<file path="config.mk">
export PLATFORM = sky130hd
export DESIGN_NAME = bitset_with_min_tracking
export DESIGN_NICKNAME = d
export VERILOG_FILES = /design/src/bwmt_pkg.sv /design/src/bitset_with_min_tracking.sv /design/src/bwmt_ram.sv
export SDC_FILE = /design/constraint.sdc
export NUM_CORES = 2
export LEC_CHECK = 0
export BUFFER_PORTS_ARGS = -buffer_cell sky130_fd_sc_hd__buf_2
export CAP_MARGIN = 20
export CORE_ASPECT_RATIO = 1.75
export CORE_MARGIN = 5
export CORE_UTILIZATION = 60
export CTS_BUF_LIST = sky130_fd_sc_hd__clkbuf_4
export DETAILED_ROUTE_END_ITERATION = 12
export PLACE_DENSITY = 0.76
export SETUP_SLACK_MARGIN = 0.05
export SLEW_MARGIN = 20
export SYNTH_ARGS = -nofsm -noshare
export SYNTH_HDL_FRONTEND = slang
export SYNTH_SLANG_ARGS = --single-unit
</file>
<file path="constraint.sdc">
create_clock -name clk -period 5.85 [get_ports clk]
set_input_delay 1.17 -clock clk [delete_from_list [all_inputs] [get_ports clk]]
set_output_delay 1.17 -clock clk [all_outputs]
set_load 0.01 [all_outputs]
</file>
<file path="src/bwmt_pkg.sv">
package bwmt_pkg;

	localparam int SIZE_W = 11;
	localparam int ELEM_W = 10;
	localparam int OP_W   = 2;

	localparam int MAX_ELEMENTS_DEF = 1024;
	localparam int SEG_BITS_DEF     = 32;

	localparam logic [SIZE_W-1:0] MAX_SIZE_RST = 11'd1024;

	typedef enum logic [OP_W-1:0] {
		OP_ADD,
		OP_DEL,
		OP_QUERY,
		OP_CLEAR
	} bwmt_op_t;

	typedef enum logic [1:0] {
		ST_IDLE,
		ST_LOOKUP,
		ST_SCAN_RD,
		ST_SCAN_CHK
	} bwmt_state_t;

	typedef struct packed {
		logic [OP_W-1:0]   req_type;
		logic [ELEM_W-1:0] element;
	} bwmt_req_t;

	typedef struct packed {
		logic              was_member;
		logic [SIZE_W-1:0] smallest;
		logic [SIZE_W-1:0] member_count;
		logic              range_error;
	} bwmt_rsp_t;

endpackage

</file>
<file path="src/bitset_with_min_tracking.sv">
// Integer set held as a bitmap of rows in a single-port-per-side RAM, with the
// smallest member and the member count kept in registers. A transaction is
// accepted when start is high and busy is low; its result appears on result
// for exactly one cycle with done high and must be sampled then, since the
// receiver cannot stall the block. Clear and out-of-range requests are
// finished in the idle state; add, delete and query take one RAM read, then
// the read-modify-write in the lookup state. Deleting the current smallest
// member may start a rescan that walks the rows above it through the same RAM
// read port and the same find-first-set unit, each row read in the scan-read
// state and checked in the scan-check state. busy is high only in the lookup
// and scan states, and a new transaction may be accepted in the done
// cycle. Writing cfg_data with cfg_we (only while idle) sets max_size and
// empties the set; max_size above MAX_ELEMENTS acts as MAX_ELEMENTS. Clearing,
// whether by reset, a clear request or a size write, takes effect at once:
// each RAM row has a valid flag, and a row never written since reads as zero,
// so there is no clearing pass.
module bitset_with_min_tracking #(
	parameter int MAX_ELEMENTS = bwmt_pkg::MAX_ELEMENTS_DEF,
	parameter int SEG_BITS     = bwmt_pkg::SEG_BITS_DEF
) (
	input  logic                           clk,
	input  logic                           arst_n,
	input  logic                           start,
	output logic                           busy,
	input  bwmt_pkg::bwmt_req_t            request,
	input  logic                           cfg_we,
	input  logic [bwmt_pkg::SIZE_W-1:0]    cfg_data,
	output logic                           done,
	output bwmt_pkg::bwmt_rsp_t            result
);

	// Row width is SEG_BITS rounded up to a power of two so that an element
	// splits into row and bit position by plain bit slicing.
	localparam int BIT_W    = $clog2(SEG_BITS);
	localparam int ROW_W    = 1 << BIT_W;
	localparam int NUM_SEGS = (MAX_ELEMENTS + ROW_W - 1) / ROW_W;
	localparam int SEG_AW   = (NUM_SEGS > 1) ? $clog2(NUM_SEGS) : 1;
	localparam int CNT_W    = $clog2(MAX_ELEMENTS + 1);
	localparam int SIZE_W   = bwmt_pkg::SIZE_W;
	localparam int ELEM_W   = bwmt_pkg::ELEM_W;

	localparam logic [SEG_AW-1:0] LAST_SEG = SEG_AW'(NUM_SEGS - 1);
	localparam logic [SIZE_W-1:0] EFF_RST  =
		(MAX_ELEMENTS < int'(bwmt_pkg::MAX_SIZE_RST)) ? SIZE_W'(MAX_ELEMENTS)
		                                              : bwmt_pkg::MAX_SIZE_RST;

	// size actually in force: max_size saturated at MAX_ELEMENTS
	function automatic logic [SIZE_W-1:0] clamp_size(input logic [SIZE_W-1:0] v);
		return (int'(v) > MAX_ELEMENTS) ? SIZE_W'(MAX_ELEMENTS) : v;
	endfunction

	// lowest set bit position; caller checks that any bit is set
	function automatic logic [BIT_W-1:0] first_set(input logic [ROW_W-1:0] v);
		logic [BIT_W-1:0] pos;
		pos = '0;
		for (int i = ROW_W - 1; i >= 0; i--) begin
			if (v[i]) begin
				pos = BIT_W'(i);
			end
		end
		return pos;
	endfunction

	// control state
	bwmt_pkg::bwmt_state_t state_q, state_d;
	logic                  done_q;
	logic [NUM_SEGS-1:0]   valid_q;      // row written since last clear
	logic [SIZE_W-1:0]     eff_q;        // effective size
	logic [SIZE_W-1:0]     smallest_q;
	logic [CNT_W-1:0]      pop_q;
	logic                  was_q;
	logic                  err_q;

	// transaction held across the lookup and the scan
	bwmt_pkg::bwmt_op_t    op_q;
	logic [ELEM_W-1:0]     elem_q;
	logic [SEG_AW-1:0]     seg_q;
	logic [BIT_W-1:0]      bpos_q;
	logic [SEG_AW-1:0]     scan_q;

	// request decode
	logic                  accept;
	bwmt_pkg::bwmt_op_t    req_op;
	logic                  in_range;
	logic [SEG_AW-1:0]     in_seg;
	logic [BIT_W-1:0]      in_bpos;

	// row datapath
	logic [SEG_AW-1:0]     rd_addr;
	logic [ROW_W-1:0]      ram_rdata;
	logic [SEG_AW-1:0]     cur_seg;
	logic [ROW_W-1:0]      row_rd;
	logic [ROW_W-1:0]      bit_mask;
	logic [ROW_W-1:0]      new_row;
	logic                  was;
	logic                  row_we;
	logic                  del_scan;   // deleting the smallest member

	// shared find-first-set unit
	logic [ROW_W-1:0]      ffs_in;
	logic                  ffs_any;
	logic [SIZE_W-1:0]     found;

	assign accept   = start && (state_q == bwmt_pkg::ST_IDLE);
	assign req_op   = bwmt_pkg::bwmt_op_t'(request.req_type);
	assign in_range = SIZE_W'(request.element) < eff_q;
	assign in_seg   = SEG_AW'(request.element >> BIT_W);
	assign in_bpos  = request.element[BIT_W-1:0];

	// Rows not written since the last clear read as empty.
	assign cur_seg  = (state_q == bwmt_pkg::ST_LOOKUP) ? seg_q : scan_q;
	assign row_rd   = valid_q[cur_seg] ? ram_rdata : '0;
	assign bit_mask = ROW_W'(1) << bpos_q;
	assign was      = |(row_rd & bit_mask);
	assign new_row  = (op_q == bwmt_pkg::OP_ADD) ? (row_rd | bit_mask)
	                                             : (row_rd & ~bit_mask);
	assign del_scan = (op_q == bwmt_pkg::OP_DEL) && (SIZE_W'(elem_q) == smallest_q);

	assign ffs_any  = |ffs_in;
	assign found    = SIZE_W'({cur_seg, first_set(ffs_in)});

	bwmt_ram #(
		.WIDTH (ROW_W),
		.DEPTH (NUM_SEGS)
	) u_ram (
		.clk   (clk),
		.we    (row_we),
		.waddr (seg_q),
		.wdata (new_row),
		.raddr (rd_addr),
		.rdata (ram_rdata)
	);

	// next state
	always_comb begin
		state_d = state_q;
		unique case (state_q)
			bwmt_pkg::ST_IDLE: begin
				if (accept && (req_op != bwmt_pkg::OP_CLEAR) && in_range) begin
					state_d = bwmt_pkg::ST_LOOKUP;
				end
			end
			bwmt_pkg::ST_LOOKUP: begin
				// the updated row itself holds no member: walk the rows above
				if (del_scan && !ffs_any && (seg_q != LAST_SEG)) begin
					state_d = bwmt_pkg::ST_SCAN_RD;
				end else begin
					state_d = bwmt_pkg::ST_IDLE;
				end
			end
			bwmt_pkg::ST_SCAN_RD: begin
				state_d = bwmt_pkg::ST_SCAN_CHK;
			end
			bwmt_pkg::ST_SCAN_CHK: begin
				if (!ffs_any && (scan_q != LAST_SEG)) begin
					state_d = bwmt_pkg::ST_SCAN_RD;
				end else begin
					state_d = bwmt_pkg::ST_IDLE;
				end
			end
		endcase
	end

	// per-state datapath controls
	always_comb begin
		rd_addr = scan_q;
		row_we  = 1'b0;
		ffs_in  = row_rd;
		unique case (state_q)
			bwmt_pkg::ST_IDLE: begin
				rd_addr = in_seg;
			end
			bwmt_pkg::ST_LOOKUP: begin
				ffs_in = new_row;
				row_we = ((op_q == bwmt_pkg::OP_ADD) && !was) ||
				         ((op_q == bwmt_pkg::OP_DEL) && was);
			end
			bwmt_pkg::ST_SCAN_RD: begin
				rd_addr = scan_q;
			end
			bwmt_pkg::ST_SCAN_CHK: begin
				ffs_in = row_rd;
			end
		endcase
	end

	always_ff @(posedge clk or negedge arst_n) begin
		if (!arst_n) begin
			state_q    <= bwmt_pkg::ST_IDLE;
			done_q     <= 1'b0;
			valid_q    <= '0;
			eff_q      <= EFF_RST;
			smallest_q <= EFF_RST;
			pop_q      <= '0;
			was_q      <= 1'b0;
			err_q      <= 1'b0;
		end else begin
			state_q <= state_d;
			done_q  <= 1'b0;
			unique case (state_q)
				bwmt_pkg::ST_IDLE: begin
					if (accept) begin
						if (req_op == bwmt_pkg::OP_CLEAR) begin
							valid_q    <= '0;
							pop_q      <= '0;
							smallest_q <= eff_q;
							was_q      <= 1'b0;
							err_q      <= 1'b0;
							done_q     <= 1'b1;
						end else if (!in_range) begin
							was_q  <= 1'b0;
							err_q  <= 1'b1;
							done_q <= 1'b1;
						end
					end
				end
				bwmt_pkg::ST_LOOKUP: begin
					was_q <= was;
					err_q <= 1'b0;
					if (row_we) begin
						valid_q[seg_q] <= 1'b1;
					end
					if (op_q == bwmt_pkg::OP_ADD) begin
						if (!was) begin
							pop_q <= pop_q + CNT_W'(1);
						end
						if (SIZE_W'(elem_q) < smallest_q) begin
							smallest_q <= SIZE_W'(elem_q);
						end
						done_q <= 1'b1;
					end else if (op_q == bwmt_pkg::OP_DEL) begin
						if (was) begin
							pop_q <= pop_q - CNT_W'(1);
						end
						if (!del_scan) begin
							done_q <= 1'b1;
						end else if (ffs_any) begin
							smallest_q <= found;
							done_q     <= 1'b1;
						end else if (seg_q == LAST_SEG) begin
							smallest_q <= eff_q;
							done_q     <= 1'b1;
						end
					end else begin
						done_q <= 1'b1;
					end
				end
				bwmt_pkg::ST_SCAN_RD: begin
					done_q <= 1'b0;
				end
				bwmt_pkg::ST_SCAN_CHK: begin
					if (ffs_any) begin
						smallest_q <= found;
						done_q     <= 1'b1;
					end else if (scan_q == LAST_SEG) begin
						// no member left
						smallest_q <= eff_q;
						done_q     <= 1'b1;
					end
				end
			endcase
			// size write empties the set; user issues it only while idle, not enforced
			if (cfg_we) begin
				eff_q      <= clamp_size(cfg_data);
				smallest_q <= clamp_size(cfg_data);
				pop_q      <= '0;
				valid_q    <= '0;
			end
		end
	end

	always_ff @(posedge clk) begin
		if (accept) begin
			op_q   <= req_op;
			elem_q <= request.element;
			seg_q  <= in_seg;
			bpos_q <= in_bpos;
		end
		if (state_q == bwmt_pkg::ST_LOOKUP) begin
			scan_q <= seg_q + SEG_AW'(1);
		end else if (state_q == bwmt_pkg::ST_SCAN_CHK) begin
			scan_q <= scan_q + SEG_AW'(1);
		end
	end

	assign busy = (state_q != bwmt_pkg::ST_IDLE);
	assign done = done_q;

	always_comb begin
		result.was_member   = was_q;
		result.smallest     = smallest_q;
		result.member_count = SIZE_W'(pop_q);
		result.range_error  = err_q;
	end

endmodule

</file>
<file path="src/bwmt_ram.sv">
module bwmt_ram #(
	parameter int WIDTH = 32,
	parameter int DEPTH = 32
) (
	input  logic                                    clk,
	input  logic                                    we,
	input  logic [((DEPTH > 1) ? $clog2(DEPTH) : 1)-1:0] waddr,
	input  logic [WIDTH-1:0]                        wdata,
	input  logic [((DEPTH > 1) ? $clog2(DEPTH) : 1)-1:0] raddr,
	output logic [WIDTH-1:0]                        rdata
);

	logic [WIDTH-1:0] mem_q [DEPTH];

	always_ff @(posedge clk) begin
		if (we) begin
			mem_q[waddr] <= wdata;
		end
		rdata <= mem_q[raddr];
	end

endmodule

</file>
* Word-level counts from Yosys, hierarchy flattened
Memory sizes are Yosys's and may differ from the RTL's. A register that Yosys moved wholly into a read port is not among the register bits. Cells that the tools add are included.
Cells by class: $add $sub $neg 4, reductions and logical operators 26, shift-type cells 1, bitwise logic cells 5, $lt $le $gt $ge 6, multiplexer cells 95, equality and inequality tests 24
Operators by type and width (count):
- 32-bit two-way mux | 7
- 11-bit two-way mux | 19
- 5-bit two-way mux | 36
- 32-bit AND | 2
- 32-bit OR | 2
- 32-bit case mux with 2 select lines | 1
- 32-bit OR reduction | 2
- 11-bit case mux with 3 select lines | 1
- 32-bit NOT | 1
- 1-bit by 5-bit << shifter with 32-bit output, first input constant | 1
- 4-bit != test, second input constant | 6
- 10-bit by 11-bit < comparator with 1-bit output | 2
- 11-bit case mux with 2 select lines | 1
- 1-bit two-way mux | 21
- 5-bit != test, second input constant | 3
- 5-bit by 6-bit < comparator with 1-bit output, second input constant | 2
- 11-bit by 1-bit adder with 11-bit output, second input constant | 1
- 10-bit by 11-bit == test with 1-bit output | 1
- 11-bit greater-than comparator, second input constant | 1
- 11-bit by 1-bit subtractor with 11-bit output, second input constant | 1
- 5-bit by 1-bit adder with 5-bit output, second input constant | 2
- 5-bit == test, second input constant | 2
- 1-bit logical AND | 10
- 2-bit case mux with 4 select lines | 1
- other kinds (22) | 35
Storage, ports and cells: register bits after elaboration 97, output and inout bits 26, bits in writable memories 1024, input bits 27, memories 1
Memory list:
- u_ram.mem_q | depth 32, width 32, read ports 1, clocked after memory_dff 1, wr ports 1, line bwmt_ram.sv:13 | logic [WIDTH-1:0] mem_q [DEPTH];

* Longest topological paths before layout
depth after elaboration 46, depth in mapped cells 19, gate-level depth less buffers 15

* Hierarchy
Synthesis repeated with hierarchy kept, for this count alone.
Second synthesis, totals: cells, all modules 3246, area total of the unflattened synthesis 48171.2 um^2
Modules (own cells, without submodules):
- bwmt_ram | cells each 2260, area an instance 40492.6 um^2, times used 1, seq. area each 31390.1 um^2
- bitset_with_min_tracking | cells each 986, area an instance 7678.6 um^2, times used 1, seq. area each 2264.7 um^2

* Worst setup path after synthesis
OpenSTA, ideal clock, no wires.
path type flip-flop to flip-flop, from reg, netlist name elem_q[6], to mem u_ram.mem_q[15][0] (enable), arrival time 4.499 ns, data required time 5.427 ns, path buffers 4, clock period less this slack 4.922 ns, slack 0.928 ns, cell stages (with the launch flop) 15, cells stage by stage edfxtp_1 buf_4 and4bb_2 a31oi_1 o41ai_1 nor4_1 or4_1 buf_4 buf_6 o41a_4 xor2_1 or3_4 or2_1 clkbuf_1 nor2_1
RTL lines (line):
- end, declared | bwmt_ram.sv:13

==> run summary <==
• most frequent cells in the layout: sky130_fd_sc_hd__edfxtp_1, sky130_fd_sc_hd__nand2_1, sky130_fd_sc_hd__clkbuf_4
• synthesized-area fraction occupied by ao, oa, aoi and oai cells: 0.0523
• Nets: 3,198
• via count of the first global-routing pass: 29,555
• die area: 85,000 um2
• stage delay of the slowest cell on the critical path: 0.76 ns
• capturing element type of the critical path: flip-flop
• slew at the pin closest to its max-slew limit: 1.13 ns
• DRC viols: 0
• standard cell core area: 78,600 um2
• Syn Area/Cell: 16.3 um2
• number of endpoints failing setup at the final stage: 0
• R2R setup slack: 0.52 ns
• Multi-input gate area: 13,400 um2
• predominant post-synthesis flop cell: sky130_fd_sc_hd__edfxtp_1
• number of maximum-capacitance constraint violations: 0
• number of buffers added on ports: 52
• length of the first detailed-routing pass in iterations: 5
• RR Endpoint: u_ram.mem_q[11][29]$_DFFE_PP_
• startpoint-to-endpoint class of the critical path: flip-flop to flip-flop
• worst reg2reg path depth: 12
• ordered list of cells on the worst path: and3b_1 > a21o_1 > inv_4 > a211oi_1 > nor4_1 > or4_2 > o41a_4 > xor2_1 > or3_4 > or2_1 > nor2_4 > buf_4
• number of vias per cell: 6.55
• initial antenna violation count: 10
• Sinks on Clock Net: 1,143
• fraction of the mapped netlist area in adder cells: 0.00781
• hold violation total from the final report: 0
• result of the run: completed
• critical path's slowest cell: sky130_fd_sc_hd__or4_2
• cell area after synthesis: 47,400 um2
• TritonCTS clock tree: done
• Starting Density: 0.604
• vertical die dimension: 382 um
• main combinational cell family by area after synthesis: multiplexers
• pin count of the biggest net entering global routing: 100
• P_leak: 0.0181 uW
• biggest fanout along the worst timing path: 26
• clock buffers created by TritonCTS: 234
• final critical-path required period: 5.33 ns
• number of stages on the worst hold path: 1
• post-synthesis register bit count: 1,143
• Bufs on Longest Clock Path: 3
• Min-Delay Path Class: primary input to flip-flop
• detail-routed net length per standard cell: 29.8 um
• final cycle utilization of the critical path: 0.912
• Setup crit start kind: flip-flop
• Bufs and invs on worst path: 2
• remaining number of nets flagged by the antenna check after routing: 0
• worst skew pair latency: 1.13 ns
• overall via count from detail_route: 28,677
• Die Width: 223 um
• Max rail drop VDD: 175 uV
• sum of internal, switching and leakage power: 18,300 uW
• gate count after technology mapping: 2,908
• mux contribution to synthesized area: 0.128
• number of H-tree levels: 4
• sequential fraction of the synthesis area: 0.709
• count of yosys warnings during synthesis: 0
• number of flops mapped to enable cells by yosys: 1,041
• cell family with most CP delay: simple AND/OR/NAND/NOR gates
• Unique masters post-synth: 88
• register cell area after layout: 33,700 um2
• WP data arrival: 6.03 ns
• clock transition time at the flip-flop clock pins of the worst setup and hold paths: 0.09 ns
• root buffer cell: sky130_fd_sc_hd__clkbuf_4
• RR Startpoint: elem_q[5]$_DFFE_PP_
• drt total wl: 131,000 um
• Remaining Overflow, GRT: 0
• data required time of the critical path: 6.55 ns
• wire length of the first global-routing pass: 194,000 um
• gr usage total: 0.312
• Worst slew margin: 0.243
• worst-case hold path end point: op_q[0]$_DFFE_PP_
• Synth Area in XOR/XNOR: 0.00240
• largest clock skew in the final design: 0.0980 ns
• area grow syn2layout: 11.7%
• most frequent standard cell in the layout excluding fill and tap cells: sky130_fd_sc_hd__edfxtp_1
• number of I/O pins: 53
• half-perimeter wire length of the detailed placement result: 87,900 um
• Filler cells: 5,225
• power density over the cells: 345 nW/um2
• synthesized-area fraction occupied by and/or/nand/nor cells: 0.0800
• Max Freq: 0.188 GHz
• RSZ-0062 raised after global routing: no
• nets in the synthesized netlist: 2,964
• Post-synth ARST share: 0.0612
• Final Slew Violations: 0
• accumulated negative setup slack: 0 ns
• fraction of final layout cells sized beyond drive strength 1: 0.265
• drt first-iter violations: 3,313
• start point of the worst hold path: request[10]
• post_cts resized: 0
• Final GP Congestion: 1.06
• count of standard-cell rows: 136
layout make-up:
class | instances | share of cell area
multi-input cells | 1531 | 0.252
clock buffers | 314 | 0.0445
repair buffers | 180 | 0.0284
clock inverters | 119 | 0.0116
inverters | 52 | 0.00373
well taps | 1035 | 0.0244
flip-flops and latches | 1143 | 0.635
diodes | 6 | 0.000283
kinds of logic (layout without fill, tap and decap cells):
group | after synthesis | count (layout)
AOI/OAI and AO/OA | 369 | 369
DFF | 1143 | 1143
buffers and inverters | 234 | 665
and+or+nand+nor | 834 | 834
adders and majority gates | 29 | 29
muxes | 286 | 286
xor gates and xnor gates | 13 | 13
other | 0 | 6
metrics by stage:
step / setup slack (ns) / instances / util / instance area [um2] / hold slack [ns]
floorplan: 0.928 / 2908 / - / 47400 / 0.464
global placement: 0.678 / 3938 / 0.635 / 50000 / 0.479
detailed placement: 0.639 / 3939 / 0.636 / 50000 / 0.489
CTS: 0.520 / 4372 / 0.673 / 52900 / 0.0592
global route: 0.253 / 4379 / 0.674 / 53000 / 0.130
finish: 0.518 / 4380 / 0.674 / 53000 / 0.264
how the worst max path moves through the flow:
stage | from | endpoint | slack (ns) | cells after the start
after floorplan | elem_q[6]$_DFFE_PP_ | u_ram.mem_q[15][0]$_DFFE_PP_ | 0.93 | 14
after global placement | elem_q[5]$_DFFE_PP_ | u_ram.mem_q[11][28]$_DFFE_PP_ | 0.68 | 12
after detailed placement | elem_q[5]$_DFFE_PP_ | u_ram.mem_q[11][28]$_DFFE_PP_ | 0.64 | 12
after CTS | elem_q[5]$_DFFE_PP_ | u_ram.mem_q[11][29]$_DFFE_PP_ | 0.52 | 12
after global routing | elem_q[5]$_DFFE_PP_ | u_ram.mem_q[11][11]$_DFFE_PP_ | 0.25 | 12
final | elem_q[5]$_DFFE_PP_ | u_ram.mem_q[11][29]$_DFFE_PP_ | 0.52 | 12
power by group:
group / switching, uW / internal (uW) / total (uW) / leakage (uW)
sequential: 188 / 9450 / 9630 / 0.0108
combinational: 2040 / 939 / 2980 / 0.00552
clock: 3000 / 2670 / 5670 / 0.00175
synth_stat cells (6+ instances only):
cell / n / area [um2]
sky130_fd_sc_hd__o31ai_1: 10 / 75.1
sky130_fd_sc_hd__o41ai_1: 7 / 61.3
sky130_fd_sc_hd__ha_1: 28 / 350
sky130_fd_sc_hd__o22ai_1: 12 / 75.1
sky130_fd_sc_hd__a21boi_0: 9 / 67.6
sky130_fd_sc_hd__buf_4: 9 / 67.6
sky130_fd_sc_hd__o32ai_1: 6 / 52.6
sky130_fd_sc_hd__xnor2_1: 8 / 70.1
sky130_fd_sc_hd__a22oi_1: 8 / 60.1
sky130_fd_sc_hd__dfrtp_1: 68 / 1700
sky130_fd_sc_hd__buf_1: 43 / 161
sky130_fd_sc_hd__a211oi_1: 25 / 188
sky130_fd_sc_hd__nand2_1: 425 / 1600
sky130_fd_sc_hd__a22o_1: 8 / 70.1
sky130_fd_sc_hd__and3_1: 6 / 37.5
sky130_fd_sc_hd__nor2_1: 83 / 312
sky130_fd_sc_hd__nor2b_1: 14 / 87.6
sky130_fd_sc_hd__o21ai_0: 109 / 546
sky130_fd_sc_hd__o21a_1: 37 / 278
sky130_fd_sc_hd__edfxtp_1: 1041 / 31300
sky130_fd_sc_hd__mux2i_1: 23 / 230
sky130_fd_sc_hd__inv_1: 50 / 188
sky130_fd_sc_hd__mux2_2: 6 / 67.6
sky130_fd_sc_hd__a31oi_1: 21 / 131
sky130_fd_sc_hd__dfxtp_1: 32 / 641
sky130_fd_sc_hd__nand2b_1: 11 / 68.8
sky130_fd_sc_hd__a21o_1: 17 / 128
sky130_fd_sc_hd__nor4_1: 15 / 93.8
sky130_fd_sc_hd__a21oi_1: 44 / 220
sky130_fd_sc_hd__nor3_1: 13 / 65.1
sky130_fd_sc_hd__nand4_1: 7 / 43.8
sky130_fd_sc_hd__o211ai_1: 16 / 120
sky130_fd_sc_hd__mux4_2: 256 / 5770
sky130_fd_sc_hd__clkbuf_1: 121 / 454
sky130_fd_sc_hd__nand3_1: 206 / 1030
repair_timing:
item / CTS / global route
buffers inserted: 0 / 0
hold buffers: 0 / 1
hold endpoints to repair: 0 / 24
per-layer routing:
layer,share of wire,wire length [um],track usage,vias to the layer above
met1,0.32,41900,0.354,14424
li1,-,-,-,12100
met3,0.083,10900,0.0726,382
met5,0.00011,15,0,-
met4,0.075,9730,0.195,2
met2,0.52,68100,0.534,1769
sequential cells by signal, indices dropped and copies added (netlist names):
name	cells
scan_q	5
state_q	2
valid_q	32
elem_q	10
u_ram.rdata	32
eff_q	11
err_q	1
smallest_q	11
was_q	1
u_ram.mem_q	1024
pop_q	11
op_q	2
done	1
Note: power is estimated with default switching activity, not from simulation.
